===== config.mk =====
export PLATFORM = sky130hd
export DESIGN_NAME = lmqc_mshr
export DESIGN_NICKNAME = d
export VERILOG_FILES = /design/src/rtl/lmqc_pkg.sv /design/src/rtl/lmqc_mshr.sv
export SDC_FILE = /design/constraint.sdc
export NUM_CORES = 1
export LEC_CHECK = 0
export BUFFER_PORTS_ARGS = -buffer_cell sky130_fd_sc_hd__buf_2
export CAP_MARGIN = 20
export CORE_ASPECT_RATIO = 1.1
export CORE_MARGIN = 2
export CORE_UTILIZATION = 60
export CTS_CLUSTER_DIAMETER = 120
export DETAILED_ROUTE_END_ITERATION = 16
export PLACE_DENSITY = 0.78
export SETUP_SLACK_MARGIN = 0.2
export SYNTH_ARGS = -nofsm -noshare
export SYNTH_HDL_FRONTEND = slang
export SYNTH_SLANG_ARGS = --single-unit

===== constraint.sdc =====
create_clock -name clock -period 4.9 [get_ports clock]
set_input_delay 0.735 -clock clock [delete_from_list [all_inputs] [get_ports clock]]
set_output_delay 0.735 -clock clock [all_outputs]
set_load 0.05 [all_outputs]

===== src/rtl/lmqc_pkg.sv =====
// ----------------------------------------------------------------------------
// lmqc_pkg
// Shared constants and types for the LLC with MSHR quotas.
// ----------------------------------------------------------------------------
package lmqc_pkg;

   localparam int NUM_SETS    = 256;
   localparam int NUM_WAYS    = 8;
   localparam int LINE_BYTES  = 64;
   localparam int MSHR_COUNT  = 16;
   localparam int CORE_COUNT  = 8;

   localparam int OFF_W  = $clog2(LINE_BYTES);
   localparam int SET_W  = (NUM_SETS > 1) ? $clog2(NUM_SETS) : 1;
   localparam int SETB   = $clog2(NUM_SETS);
   localparam int WAY_W  = (NUM_WAYS > 1) ? $clog2(NUM_WAYS) : 1;
   localparam int MSHR_W = (MSHR_COUNT > 1) ? $clog2(MSHR_COUNT) : 1;
   localparam int LINE_W = 32 - OFF_W;
   localparam int TAG_W  = (LINE_W - SETB > 0) ? LINE_W - SETB : 1;
   localparam int RANK_W = WAY_W;
   localparam int CNT_W  = 5;
   localparam logic [CNT_W-1:0] COUNT_MAX = 5'd31;

   // one way's entry in the set memory
   typedef struct packed {
      logic              valid;
      logic              dirty;
      logic              ready;
      logic [RANK_W-1:0] rank;
      logic [TAG_W-1:0]  tag;
   } way_type;

   localparam int WAY_BITS = $bits(way_type);
   localparam int SET_BITS = WAY_BITS * NUM_WAYS;

   typedef logic [2:0] status_type;
   localparam status_type ST_HIT        = 3'd0;
   localparam status_type ST_MERGED     = 3'd1;
   localparam status_type ST_ALLOC      = 3'd2;
   localparam status_type ST_QUOTA      = 3'd3;
   localparam status_type ST_NO_MSHR    = 3'd4;
   localparam status_type ST_NO_WAY     = 3'd5;
   localparam status_type ST_FILL_MATCH = 3'd6;
   localparam status_type ST_FILL_MISS  = 3'd7;

   localparam logic [0:0] CSR_MASK   = 1'b0;
   localparam logic [0:0] CSR_QUOTAS = 1'b1;

   // MSHR lookup result passed to the cache pipeline
   typedef struct packed {
      logic              found;
      logic [MSHR_W-1:0] found_idx;
      logic [WAY_W-1:0]  found_way;
      logic              free;
      logic [MSHR_W-1:0] free_idx;
   } mshr_look_type;

   // MSHR update from the cache pipeline
   typedef struct packed {
      logic              alloc;
      logic              release_en;
      logic [MSHR_W-1:0] idx;
      logic [LINE_W-1:0] line;
      logic [WAY_W-1:0]  way;
   } mshr_upd_type;

endpackage


===== src/rtl/lmqc_mshr.sv =====
// ----------------------------------------------------------------------------
// lmqc_mshr
// MSHR file: CAM lookup by line, lowest free entry, allocate and release.
// ----------------------------------------------------------------------------
module lmqc_mshr (
   input  logic                       clock,
   input  logic                       reset,
   input  logic [lmqc_pkg::LINE_W-1:0] look_line,
   output lmqc_pkg::mshr_look_type    look,
   input  lmqc_pkg::mshr_upd_type     upd
);

   logic [lmqc_pkg::MSHR_COUNT-1:0] valid_ff;
   logic [lmqc_pkg::MSHR_COUNT-1:0] valid_in;
   logic [lmqc_pkg::LINE_W-1:0]     line_ff [lmqc_pkg::MSHR_COUNT];
   logic [lmqc_pkg::WAY_W-1:0]      way_ff  [lmqc_pkg::MSHR_COUNT];

   always_comb begin
      look = '0;
      for (int i = lmqc_pkg::MSHR_COUNT - 1; i >= 0; i--) begin
         if (valid_ff[i] && line_ff[i] == look_line) begin
            look.found     = 1'b1;
            look.found_idx = lmqc_pkg::MSHR_W'(i);
            look.found_way = way_ff[i];
         end
         if (!valid_ff[i]) begin
            look.free     = 1'b1;
            look.free_idx = lmqc_pkg::MSHR_W'(i);
         end
      end
   end

   always_comb begin
      valid_in = valid_ff;
      if (upd.alloc) begin
         valid_in[upd.idx] = 1'b1;
      end
      if (upd.release_en) begin
         valid_in[upd.idx] = 1'b0;
      end
   end

   always_ff @(posedge clock) begin
      if (reset) begin
         valid_ff <= '0;
      end else begin
         valid_ff <= valid_in;
      end
      if (upd.alloc) begin
         line_ff[upd.idx] <= upd.line;
         way_ff[upd.idx]  <= upd.way;
      end
   end

endmodule


==> qor.yml <==
worst_setup_path:
  r2r_end: "valid_ff[15]"
  crit_required_ns: 4.16
  timing.critical_path.slowest_cell_delay_ns: 0.76
  critPathSlowestCell: "nor4_1"
  worstSetupPathType: "in -> out"
  critical_path.endpoint_type: "primary output"
  timing.rr.start: "valid_ff[15]"
  cpMostUsedCell: "buf_2"
  startpoint_type: "input port"
  crit_family: "simple AND/OR/NAND/NOR gates"
  arrival_ns: 3.79
  cp-startpoint: "look_line[7]"
  timing.reg2reg.setup_slack_ns: 3.83
  worstRegToRegCells: 2
  crit_buf_inv: 3
  crit_chain: "buf_2 > buf_4 > xor2_1 > nor4_1 > nand4_1 > nand2_1 > a221oi_1 > o31ai_1 > a22o_1 > buf_2"
  cp_max_fo: 9
synthesis:
  syn_area_per_cell_um2: 15.5
  yosysWarningCount: 0
  seq_area_frac_synth_pct: 69.6
  ys_async_sr_fraction_pct: 0
  synth_cell_type_count: 51
  syn_area_um2: 20500
  synth_seq_cells: 480
  yosysTopAreaCell: "edfxtp_1"
  syn_inst: 1317
  synth-main-ff-cell: "edfxtp_1"
  synthTopCellsByArea: "edfxtp_1 (68%), xnor2_1 (11%), xor2_1 (6.5%)"
  synth_nets: 1380
  synth_edf_count: 464
  synth_top_area_share_pct: 68.1
layout:
  mostFrequentLayoutCells: "edfxtp_1 (464), xnor2_1 (262), xor2_1 (151)"
  layout_commonest_cell: "edfxtp_1"
  n_antenna_cell: 0
  syn2layout_area_growth_pct: 12.4
  fin_nets: 1505
  drive_above_1_share_pct: 14.7
clocking:
  cts.sinks: 480
  cts_resized: 0
  clkTransAtPathRegs_ns: 0.06
  clk_latency_ns: 0.56
  cts_buffers: 48
  cts.htree.levels: 2
  cts_tree: "yes"
  cts_buffer_depth: 3
  cts_setup_buffers: 0
  cts-root-buf: "clkbuf_16"
  hold_buffers: 0
grt:
  grt_max_degree: 31
  track_usage_pct: 32.3
  grt_first_pass_wirelength_um: 81800
  grt_pass1_vias: 11900
  antenna_found_initial: 2
  grt_overflow: 0
power:
  p_seq_share_pct: 54.2
  switching_share_pct: 22.2
  p_comb_share_pct: 6.7
  ir_drop_uv: 322
  p_switching_w: 0.00190
  leakagePower_nw: 7.46
  p_clk_share_pct: 39.1
  power.internal_w: 0.00663
  power.density_nw_per_um2: 370
sta:
  finalHoldViolCount: 0
  setup_viol: 0
  fmax_mhz: 221
  final.min_clock_period_ns: 4.53
  final_max_slew_viol_count: 0
  setup_ws_ns: 0.371
  tns_ns: 0
  relSlewSlack_pct: 25.8
  fin_worst_skew_ns: 0
  tightest_slew_ns: 1.11
  finalCritPeriodShare_pct: 92.4
  rsz0062_at_grt: "no"
drt:
  wl_per_cell_um: 29.8
  num_vias: 12100
  wl_um: 56700
  drt_iter0_markers: 1571
  via_per_inst: 6.37
  ant_nets: 0
  firstDrtPassIters: 5
  drc: 0
die:
  fp.dieH_um: 198
  ios: 76
  initial_utilization_pct: 61.2
  rows: 70
  die_width_um: 180
  fp.coreArea_um2: 33500
  dieArea_um2: 35600
place:
  hpwlAfterDp_um: 36800
  pre_cts_slack_ns: 0.464
  gp_congestion: 0.937
  portBuffers: 75
worst_hold_path:
  holdPathEnd: "valid_ff[9]"
  hp-class: "reg -> reg"
  min_from: "valid_ff[9]"
  whs_path_depth: 2
run_status:
  status: "finished, final reports clean"
run:
  drv_cap: 0
tightest hold or removal path, cell delays in order, from the launching register on:
cell and delay, ns:
dfxtp_1 0.34, nor2_1 0.11, a211oi_1 0.05
layout make-up:
cell class	instances	area (µm²)
inverter	16	60.1
sequential	480	14300
multi-input combinational	765	5850
clock inverter	15	113
fill	2240	10400
clock buffer	66	1270
timing repair buffer	131	931
tap	432	541
flip-flops by register name, summed over array words and instances (netlist names):
| name | flops |
|---|---|
| line_ff | 416 |
| way_ff | 48 |
| valid_ff | 16 |
per-layer routing:
layer,vias to the layer above,global-route usage [%],wire (µm)
li1,5097,-,-
met1,6065,44.1,21100
met2,821,51.5,26500
met3,142,7.50,6790
met4,2,11.7,2280
met5,-,0,13
metrics by stage:
stage | power, W | hold slack [ns] | util, % | std cells | instance area (µm²)
2_1_floorplan | 0.00502 | 0.500 | - | 1317 | 20500
3_3_place_gp | 0.00525 | 0.521 | 64.4 | 1820 | 21500
3_5_place_dp | 0.00527 | 0.533 | 64.5 | 1822 | 21600
4_1_cts | 0.00852 | 0.542 | 68.7 | 1903 | 23000
5_1_grt | 0.00873 | 0.571 | 68.8 | 1905 | 23000
6_report | 0.00853 | 0.541 | 68.8 | 1905 | 23000
cells in the mapped netlist (18+ instances only):
cell type and number:
edfxtp_1 464, xnor2_1 262, xor2_1 151, nand4_1 81
nor2_1 50, nor4_1 42, nand2_1 27, buf_2 23
nor3_1 20, buf_6 18
power by group through the flow:
stage / Combinational [W] / Sequential, W / Clock, W
2_1_floorplan: 0.000319 / 0.00470 / 0
3_3_place_gp: 0.000551 / 0.00470 / 0
3_5_place_dp: 0.000562 / 0.00471 / 0
4_1_cts: 0.000566 / 0.00462 / 0.00333
5_1_grt: 0.000603 / 0.00463 / 0.00350
6_report: 0.000575 / 0.00462 / 0.00333
cell families (layout without fill, tap and decap cells):
family	after synthesis	in the layout	share of synthesized area, %
AO/OA/AOI/OAI	78	78	2.53
XOR/XNOR	416	416	17.9
buffers and inverters	72	228	2.32
flip-flops	480	480	69.6
multiplexers	7	7	0.342
AND/OR/NAND/NOR	264	264	7.26
worst max-delay path by stage:
stage | slack, ns | depth (start not counted) | end
after floorplan | 0.82 | 8 | look[10]
after global placement | 0.41 | 11 | look[7]
after detailed placement | 0.46 | 10 | look[7]
after CTS | 0.45 | 10 | look[7]
after global routing | 0.27 | 12 | look[7]
final | 0.37 | 10 | look[7]
No activity file was read; power rests on OpenSTA's default activity.
