`src/rtl/lmqc_ram.sv`:
```
// ----------------------------------------------------------------------------
// lmqc_ram
// Generic single-port-write, single-read RAM with registered read data.
// ----------------------------------------------------------------------------
module lmqc_ram #(
   parameter int WIDTH = 8,
   parameter int DEPTH = 16
) (
   input  logic                     clock,
   input  logic                     wr_en,
   input  logic [$clog2(DEPTH)-1:0] wr_addr,
   input  logic [WIDTH-1:0]         wr_data,
   input  logic [$clog2(DEPTH)-1:0] rd_addr,
   output logic [WIDTH-1:0]         rd_data
);

   logic [WIDTH-1:0] mem [DEPTH];

   always_ff @(posedge clock) begin
      if (wr_en) begin
         mem[wr_addr] <= wr_data;
      end
      rd_data <= mem[rd_addr];
   end

endmodule

```
`config.mk`:
```
export PLATFORM = sky130hd
export DESIGN_NAME = lmqc_ram
export DESIGN_NICKNAME = d
export VERILOG_FILES = /design/src/rtl/lmqc_ram.sv
export SDC_FILE = /design/constraint.sdc
export NUM_CORES = 1
export LEC_CHECK = 0
export BUFFER_PORTS_ARGS = -buffer_cell sky130_fd_sc_hd__buf_2
export CAP_MARGIN = 25
export CORE_ASPECT_RATIO = 0.75
export CORE_MARGIN = 2
export CORE_UTILIZATION = 60
export CTS_CLUSTER_SIZE = 10
export DETAILED_ROUTE_END_ITERATION = 16
export GPL_TIMING_DRIVEN = 1
export PLACE_DENSITY = 0.78
export SLEW_MARGIN = 20
export SYNTH_ARGS = -nofsm -noshare
export SYNTH_HDL_FRONTEND = slang
export SYNTH_SLANG_ARGS = --single-unit
```
`constraint.sdc`:
```
create_clock -name clock -period 2.52 [get_ports clock]
set_clock_uncertainty 0.2 [all_clocks]
set_input_delay 0.252 -clock clock [delete_from_list [all_inputs] [get_ports clock]]
set_output_delay 0.252 -clock clock [all_outputs]
set_load 0.02 [all_outputs]
```
==> summary.txt, run 1 <==
Run status
  – Status: finished clean

Detailed routing
  – Routed via count: between 2k and 2.5k
  – Residual DRC: 0
  – Detailed-route wire length per cell: about 24 um
  – Final ANT Viol Nets: 0
  – DRT iter0 DRCs: about 220
  – Via density: a little over 6
  – DRT Pass-1 Iters: 4
  – Routed Wire Length: 9628 um

Clock tree
  – H-tree Lvls: 4
  – CTS Sinks: around 140
  – Root buf cell: clkbuf_16
  – Setup repair bufs after CTS: 0
  – Num CTS Buffers: 17
  – Clk pin slew, worst setup/hold paths: around 0.060 ns
  – Post-CTS Hold Buffers: 0
  – Max Root-Sink Buffers: 2
  – TritonCTS clock tree: yes
  – Clock Latency Late Sink: roughly 0.41 ns
  – CTS resizes: 0

Power
  – Cell Pwr Density: around 870 nW/um^2
  – Lkg Pwr: 2.089 nW
  – Peak VDD IR: 791.8 uV

Synth
  – Synthesized net count: 247
  – Avg Cell Area, Syn: approximately 22 um^2
  – Sequential share of the synthesized area: 0.7778
  – Yosys reg bits: ~140
  – Syn Inst Count: around 230
  – Post-synth top area share: 0.7467
  – Area leader, netlist: edfxtp_1
  – Unique masters post-synth: 19
  – Synthesized area: between 5000 and 6000 um^2
  – Synth top area cells: edfxtp_1 (75%), mux4_2 (7.9%), mux4_1 (7.1%), dfxtp_1 (3.1%), a22oi_1 (2.3%)
  – Synth warn: 0

Finish
  – Share of cells above drive strength 1: 0.3085
  – Layout Area Growth over Synthesis: 18.47%
  – Antenna cells: 0
  – Final Non-Filler Cells: a little over 400
  – # nets final: 300
  – Most frequent cells in the layout: edfxtp_1 (128), buf_2 (25), mux4_2 (18), clkbuf_16 (17), buf_4 (17)
  – Most common cell after layout, fill and taps aside: edfxtp_1

Placement
  – Final Wtd Congestion: around 0.75
  – Detailed Place HPWL: just over 6000 um
  – Post-place setup slack: between 0.5 and 0.6 ns
  – Port-buffer cells: 25
  – Dpl cells: approximately 370

Global routing
  – Global route overflow: 0
  – First-pass GRT wire length: roughly 15000 um
  – Number of global-route vias before repair: 2536
  – Pin count of the biggest net entering global routing: 33
  – Total GRT Usage: 0.2307
  – Initial antenna violation count: 1

STA
  – Final period util: 0.6345
  – Worst slew margin relative to its limit: 0.5266
  – Final setup TNS: 0 ns
  – RSZ-0062 raised after global routing: false
  – FMAX: roughly 630 MHz
  – Hold Vio Cnt, Final: 0
  – Post-layout min period: 1.599 ns
  – Slew Limit Fails: 0
  – Worst Slack Setup Final: just over 0.9 ns
  – Setup-failing EPs final: 0
  – Measured slew at the worst slew-check pin: approximately 0.71 ns

Floorplanning
  – I/O pin cnt: 26
  – Die Area: 9344 um^2
  – Chip height: ~84 um
  – Core Region: between 8000 and 9000 um^2
  – # rows: 29
  – Starting Density: 0.6141
  – DIE WIDTH: 111.0 um

Critical path
  – Worst r2r path cells: 3
  – Worst setup path class: reg2reg
  – Req. time, crit path: between 2 and 3 ns
  – Worst-path maximum fanout: 1
  – Critical path capture point type: register
  – Setup crit start kind: register
  – Worst EP arrival: 1.68 ns

Job
  – Max-cap violations: 0

Worst hold path
  – Worst hold stages: 1
  – Class of the worst hold path: in2reg
kinds of logic after synthesis:
kind of cell	synth area share
flip-flops	0.7778
AND/OR/NAND/NOR	0.03184
multiplexers	0.1502
buffers and inverters	0.01677
AO/OA/AOI/OAI	0.02334
critical path: stages (launching register included):
cell	delay [ns]
edfxtp_1	0.36
mux4_1	0.55
a22oi_1	0.23
nand2_1	0.13
registers in the layout (all words and copies together) (netlist names):
register and cells:
mem 128, rd_data 8
through the flow:
step                cell area (um^2)  utilization  hold slack (ns)  power, W
global route                    6098       0.7276          0.01355  0.005477
global placement                5489       0.6549           0.4379  0.002831
CTS                             6098       0.7276         0.003665  0.005352
finish                          6098       0.7276          0.01595  0.005317
floorplan                       5147            -           0.1509  0.002734
detailed placement              5489       0.6549           0.4484  0.002842
area by class of cell:
| cell class | count | area (um^2) |
|---|---|---|
| Sequential cell | 136 | 4004 |
| Fill cell | 476 | 2283 |
| Multi-Input combinational cell | 83 | 1057 |
| Clock buffer | 17 | 425.4 |
| Timing Repair Buffer | 44 | 292.8 |
| Clock inverter | 15 | 183.9 |
| Tap cell | 108 | 135.1 |
Yosys cell counts:
| master | number |
|---|---|
| mux4_1 | 14 |
| nand2_1 | 9 |
| nand3b_1 | 2 |
| nand2b_1 | 2 |
| edfxtp_1 | 128 |
| and2b_1 | 1 |
| buf_4 | 1 |
| buf_2 | 3 |
| nor3_1 | 4 |
| mux4_2 | 18 |
| dfxtp_1 | 8 |
| nand3_1 | 1 |
| buf_6 | 3 |
| clkdlybuf4s25_2 | 3 |
| or3b_2 | 1 |
| a22oi_1 | 16 |
| nor2_1 | 13 |
| nor2b_1 | 1 |
| and2_1 | 1 |
report_power, final:
part / leakage (nW) / switching, W / internal (W)
Clock: 0.285 / 0.000890 / 0.00163
Combinational: 0.581 / 0.000144 / 0.000101
Sequential: 1.22 / 0.0000167 / 0.00253
final timing paths:
kind	to	startpoint	slack, ns
worst min register to register	rd_data[7]	mem[13][7]	0.48
worst min-delay path	mem[10][5]	wr_data[5]	0.02
worst max-delay path	rd_data[2]	mem[5][2]	0.92
worst max register to register	rd_data[2]	mem[5][2]	0.92
routing by layer:
layer	track usage	vias to the layer above	share of wire
met5	0	-	0.0014
met4	0.09205	2	0.013
met3	0.08087	14	0.082
met2	0.3497	111	0.49
met1	0.3162	1263	0.42
li1	-	1083	-
No activity file was read; power rests on OpenSTA's default activity.
==> inputs of run 2 (changes only) <==
Settings changed: ABC_AREA from default to 1, CORE_UTILIZATION 60 to 55, PLACE_DENSITY 0.78 to 0.75.
Clock period 2.52 ns to 1.4 ns, I/O delays scaled along.
==> summary.txt, run 2 <==
Run status
  – Status: finished clean

Floorplanning
  – I/O pin cnt: 26 (unchanged)
  – Die Area: 11330 um^2 (+21%)
  – Starting Density: 0.5626 (-0.05150)
  – Chip height: 92.68 um (+10%)
  – Core Region: 10250 um^2 (+22%)
  – DIE WIDTH: 122.2 um (+10%)
  – # rows: 32 (+10%)

Finish
  – Most common cell after layout, fill and taps aside: nand2_1
  – Biggest registers after layout: mem x128, rd_data x8
  – # nets final: 623 (+110%)
  – Antenna cells: 0 (unchanged)
  – Largest Register: mem
  – Layout Area Growth over Synthesis: 17.60%
  – Largest register FFs: 128 (unchanged)
  – Filler instances: 816 (+71%)
  – Share of cells above drive strength 1: 0.1230 (-0.1855)
  – Final Instance Area: 6782 um^2 (+11%)
  – Most frequent cells in the layout: nand2_1 (173), edfxtp_1 (128), inv_1 (100), nand3_1 (97), buf_2 (25)

Synth
  – Post-synth EDFFs: 128 (unchanged)
  – Syn Inst Count: 551 (+140%)
  – Sequential share of the synthesized area: 0.6943 (-0.08354)
  – Commonest cells in the netlist: nand2_1 (173), edfxtp_1 (128), inv_1 (100)
  – Unique masters post-synth: 12 (-7)
  – Avg Cell Area, Syn: 10.47 um^2 (-53%)
  – Post-synth ARST share: 0 (unchanged)
  – Area leader, netlist: edfxtp_1
  – Synth Flop Type: edfxtp_1
  – Post-synth top area share: 0.6665 (-0.08020)
  – Synthesized net count: 569 (+130%)
  – Synth warn: 0 (unchanged)
  – Most frequent cell after synthesis: nand2_1
  – Synth top area cells: edfxtp_1 (67%), nand2_1 (11%), nand3_1 (8.4%), inv_1 (6.5%), dfxtp_1 (2.8%)
  – Yosys reg bits: 136 (unchanged)
  – Synthesized area: 5767 um^2 (+12%)

Detailed routing
  – Via density: 5.182 (-16%)
  – Residual DRC: 0 (unchanged)
  – Routed Wire Length: 12500 um (+30%)
  – Detailed-route wire length per cell: 16.58 um (-31%)
  – DRT Pass-1 Iters: 5 (+1)
  – Routed via count: 3907 (+58%)
  – DRT iter0 DRCs: 460 (+110%)
  – Final ANT Viol Nets: 0 (unchanged)

Critical path
  – Critical-path top delay cell: dfxtp_1
  – Delay-heaviest family, CP: flip-flops
  – Sequence of cells on the critical path: buf_2
  – Worst EP arrival: 0.99 ns (-0.69 ns)
  – Req. time, crit path: 1.06 ns (-1.54 ns)
  – Setup crit start kind: register
  – Worst-path maximum fanout: 1 (unchanged)
  – Worst r2r path cells: 6 (+3)
  – Max stage delay on crit path: 0.38 ns (-0.17 ns)
  – Critical path capture point type: primary output
  – Worst setup path class: reg2out
  – Levels on crit path: 1 (-2)
  – Worst path bufs/invs: 1 (+1)

Worst hold path
  – Worst hold stages: 6 (+5)
  – Class of the worst hold path: in2reg

Clock tree
  – Num CTS Buffers: 17 (unchanged)
  – H-tree Lvls: 4 (unchanged)
  – CTS Sinks: 136 (unchanged)
  – Root buf cell: clkbuf_16
  – Max Root-Sink Buffers: 2 (unchanged)
  – Clk pin slew, worst setup/hold paths: 0.05 ns (about the same)
  – Setup repair bufs after CTS: 0 (unchanged)
  – Clock Latency Late Sink: 0.41 ns (about the same)
  – TritonCTS clock tree: yes

Global routing
  – Initial antenna violation count: 0 (-1)
  – Global route overflow: 0 (unchanged)
  – Pin count of the biggest net entering global routing: 65 (+97%)
  – First-pass GRT wire length: 19550 um (+31%)
  – Total GRT Usage: 0.2410 (+0.01022)
  – Number of global-route vias before repair: 3776 (+49%)

STA
  – FMAX: 752.6 MHz
  – Hold Vio Cnt, Final: 0 (unchanged)
  – Measured slew at the worst slew-check pin: 0.3077 ns (-0.4009 ns)
  – Post-layout min period: 1.329 ns
  – Final setup TNS: 0 ns (unchanged)
  – RSZ-0062 raised after global routing: false
  – Worst Slack Setup Final: 0.07122 ns (-0.8498 ns)
  – Slew Limit Fails: 0 (unchanged)
  – Worst slew margin relative to its limit: 0.7947 (+0.2680)
  – Setup-failing EPs final: 0 (unchanged)
  – Final period util: 0.9491
  – Hold_ws: 0.05737 ns (+0.04143 ns)

Power
  – Cell Pwr Density: 1371 nW/um^2 (+57%)
  – Lkg Pwr: 2.966 nW (+42%)
  – Peak VDD IR: 885.9 uV (+12%)

Job
  – Max-cap violations: 0 (unchanged)

Placement
  – Port-buffer cells: 25 (unchanged)
  – Final Wtd Congestion: 0.8530 (+14%)
  – Post-place setup slack: 0.03731 ns (-0.5343 ns)
  – Cell Area, Placed: 6146 um^2 (+12%)
  – Detailed Place HPWL: 7683 um (+26%)
run 2: path summary, 6_finish.rpt:
| kind | start | end | slack (ns) |
|---|---|---|---|
| worst max-delay path | rd_data[1] | rd_data[1] | 0.07 |
| worst min-delay path | rd_addr[2] | rd_data[5] | 0.06 |
| worst max register to register | mem[7][1] | rd_data[1] | 0.26 |
| worst min register to register | mem[12][5] | rd_data[5] | 0.45 |
run 2: cell families after synthesis:
logic type             after synthesis  synth area share
buffers and inverters              126           0.09525
flip-flops                         136            0.6943
AND/OR/NAND/NOR                    289            0.2105
run 2: what timing repair did:
item / CTS / global route
resized for setup: 0 / 0
hold endpoints to repair: 136 / 0
hold buffers: 9 / 0
endpoints found under the setup margin: 0 / 0
run 2: area by class of cell:
type                       instances  area [um^2]  area share
sequential                       136         4004      0.5904
multi-input combinational        289         1214      0.1790
timing repair buffer              59        465.4     0.06863
clock buffer                      20        436.7     0.06439
inverter                         102        382.9     0.05646
tap                              136        170.2     0.02509
clock inverter                    12        108.9     0.01605
run 2: through the flow:
step / cells / util / power, W
5_1_grt: 754 / 0.6616 / 0.009598
3_5_place_dp: 713 / 0.5996 / 0.005250
2_1_floorplan: 551 / - / 0.005013
4_1_cts: 754 / 0.6616 / 0.009343
6_report: 754 / 0.6616 / 0.009297
3_3_place_gp: 713 / 0.5996 / 0.005228
run 2: power breakdown:
part           switching (W)  internal (W)  leakage [nW]
clock network        0.00153       0.00257         0.261
logic               0.000396      0.000202          1.48
registers          0.0000378       0.00455          1.22
total                0.00197       0.00733          2.97
run 2: metal layers:
metal / track usage / wire [um]
met3: 0.06650 / 964
met2: 0.3681 / 5933
met5: 0 / 0
met1: 0.3319 / 5385
met4: 0.09004 / 218
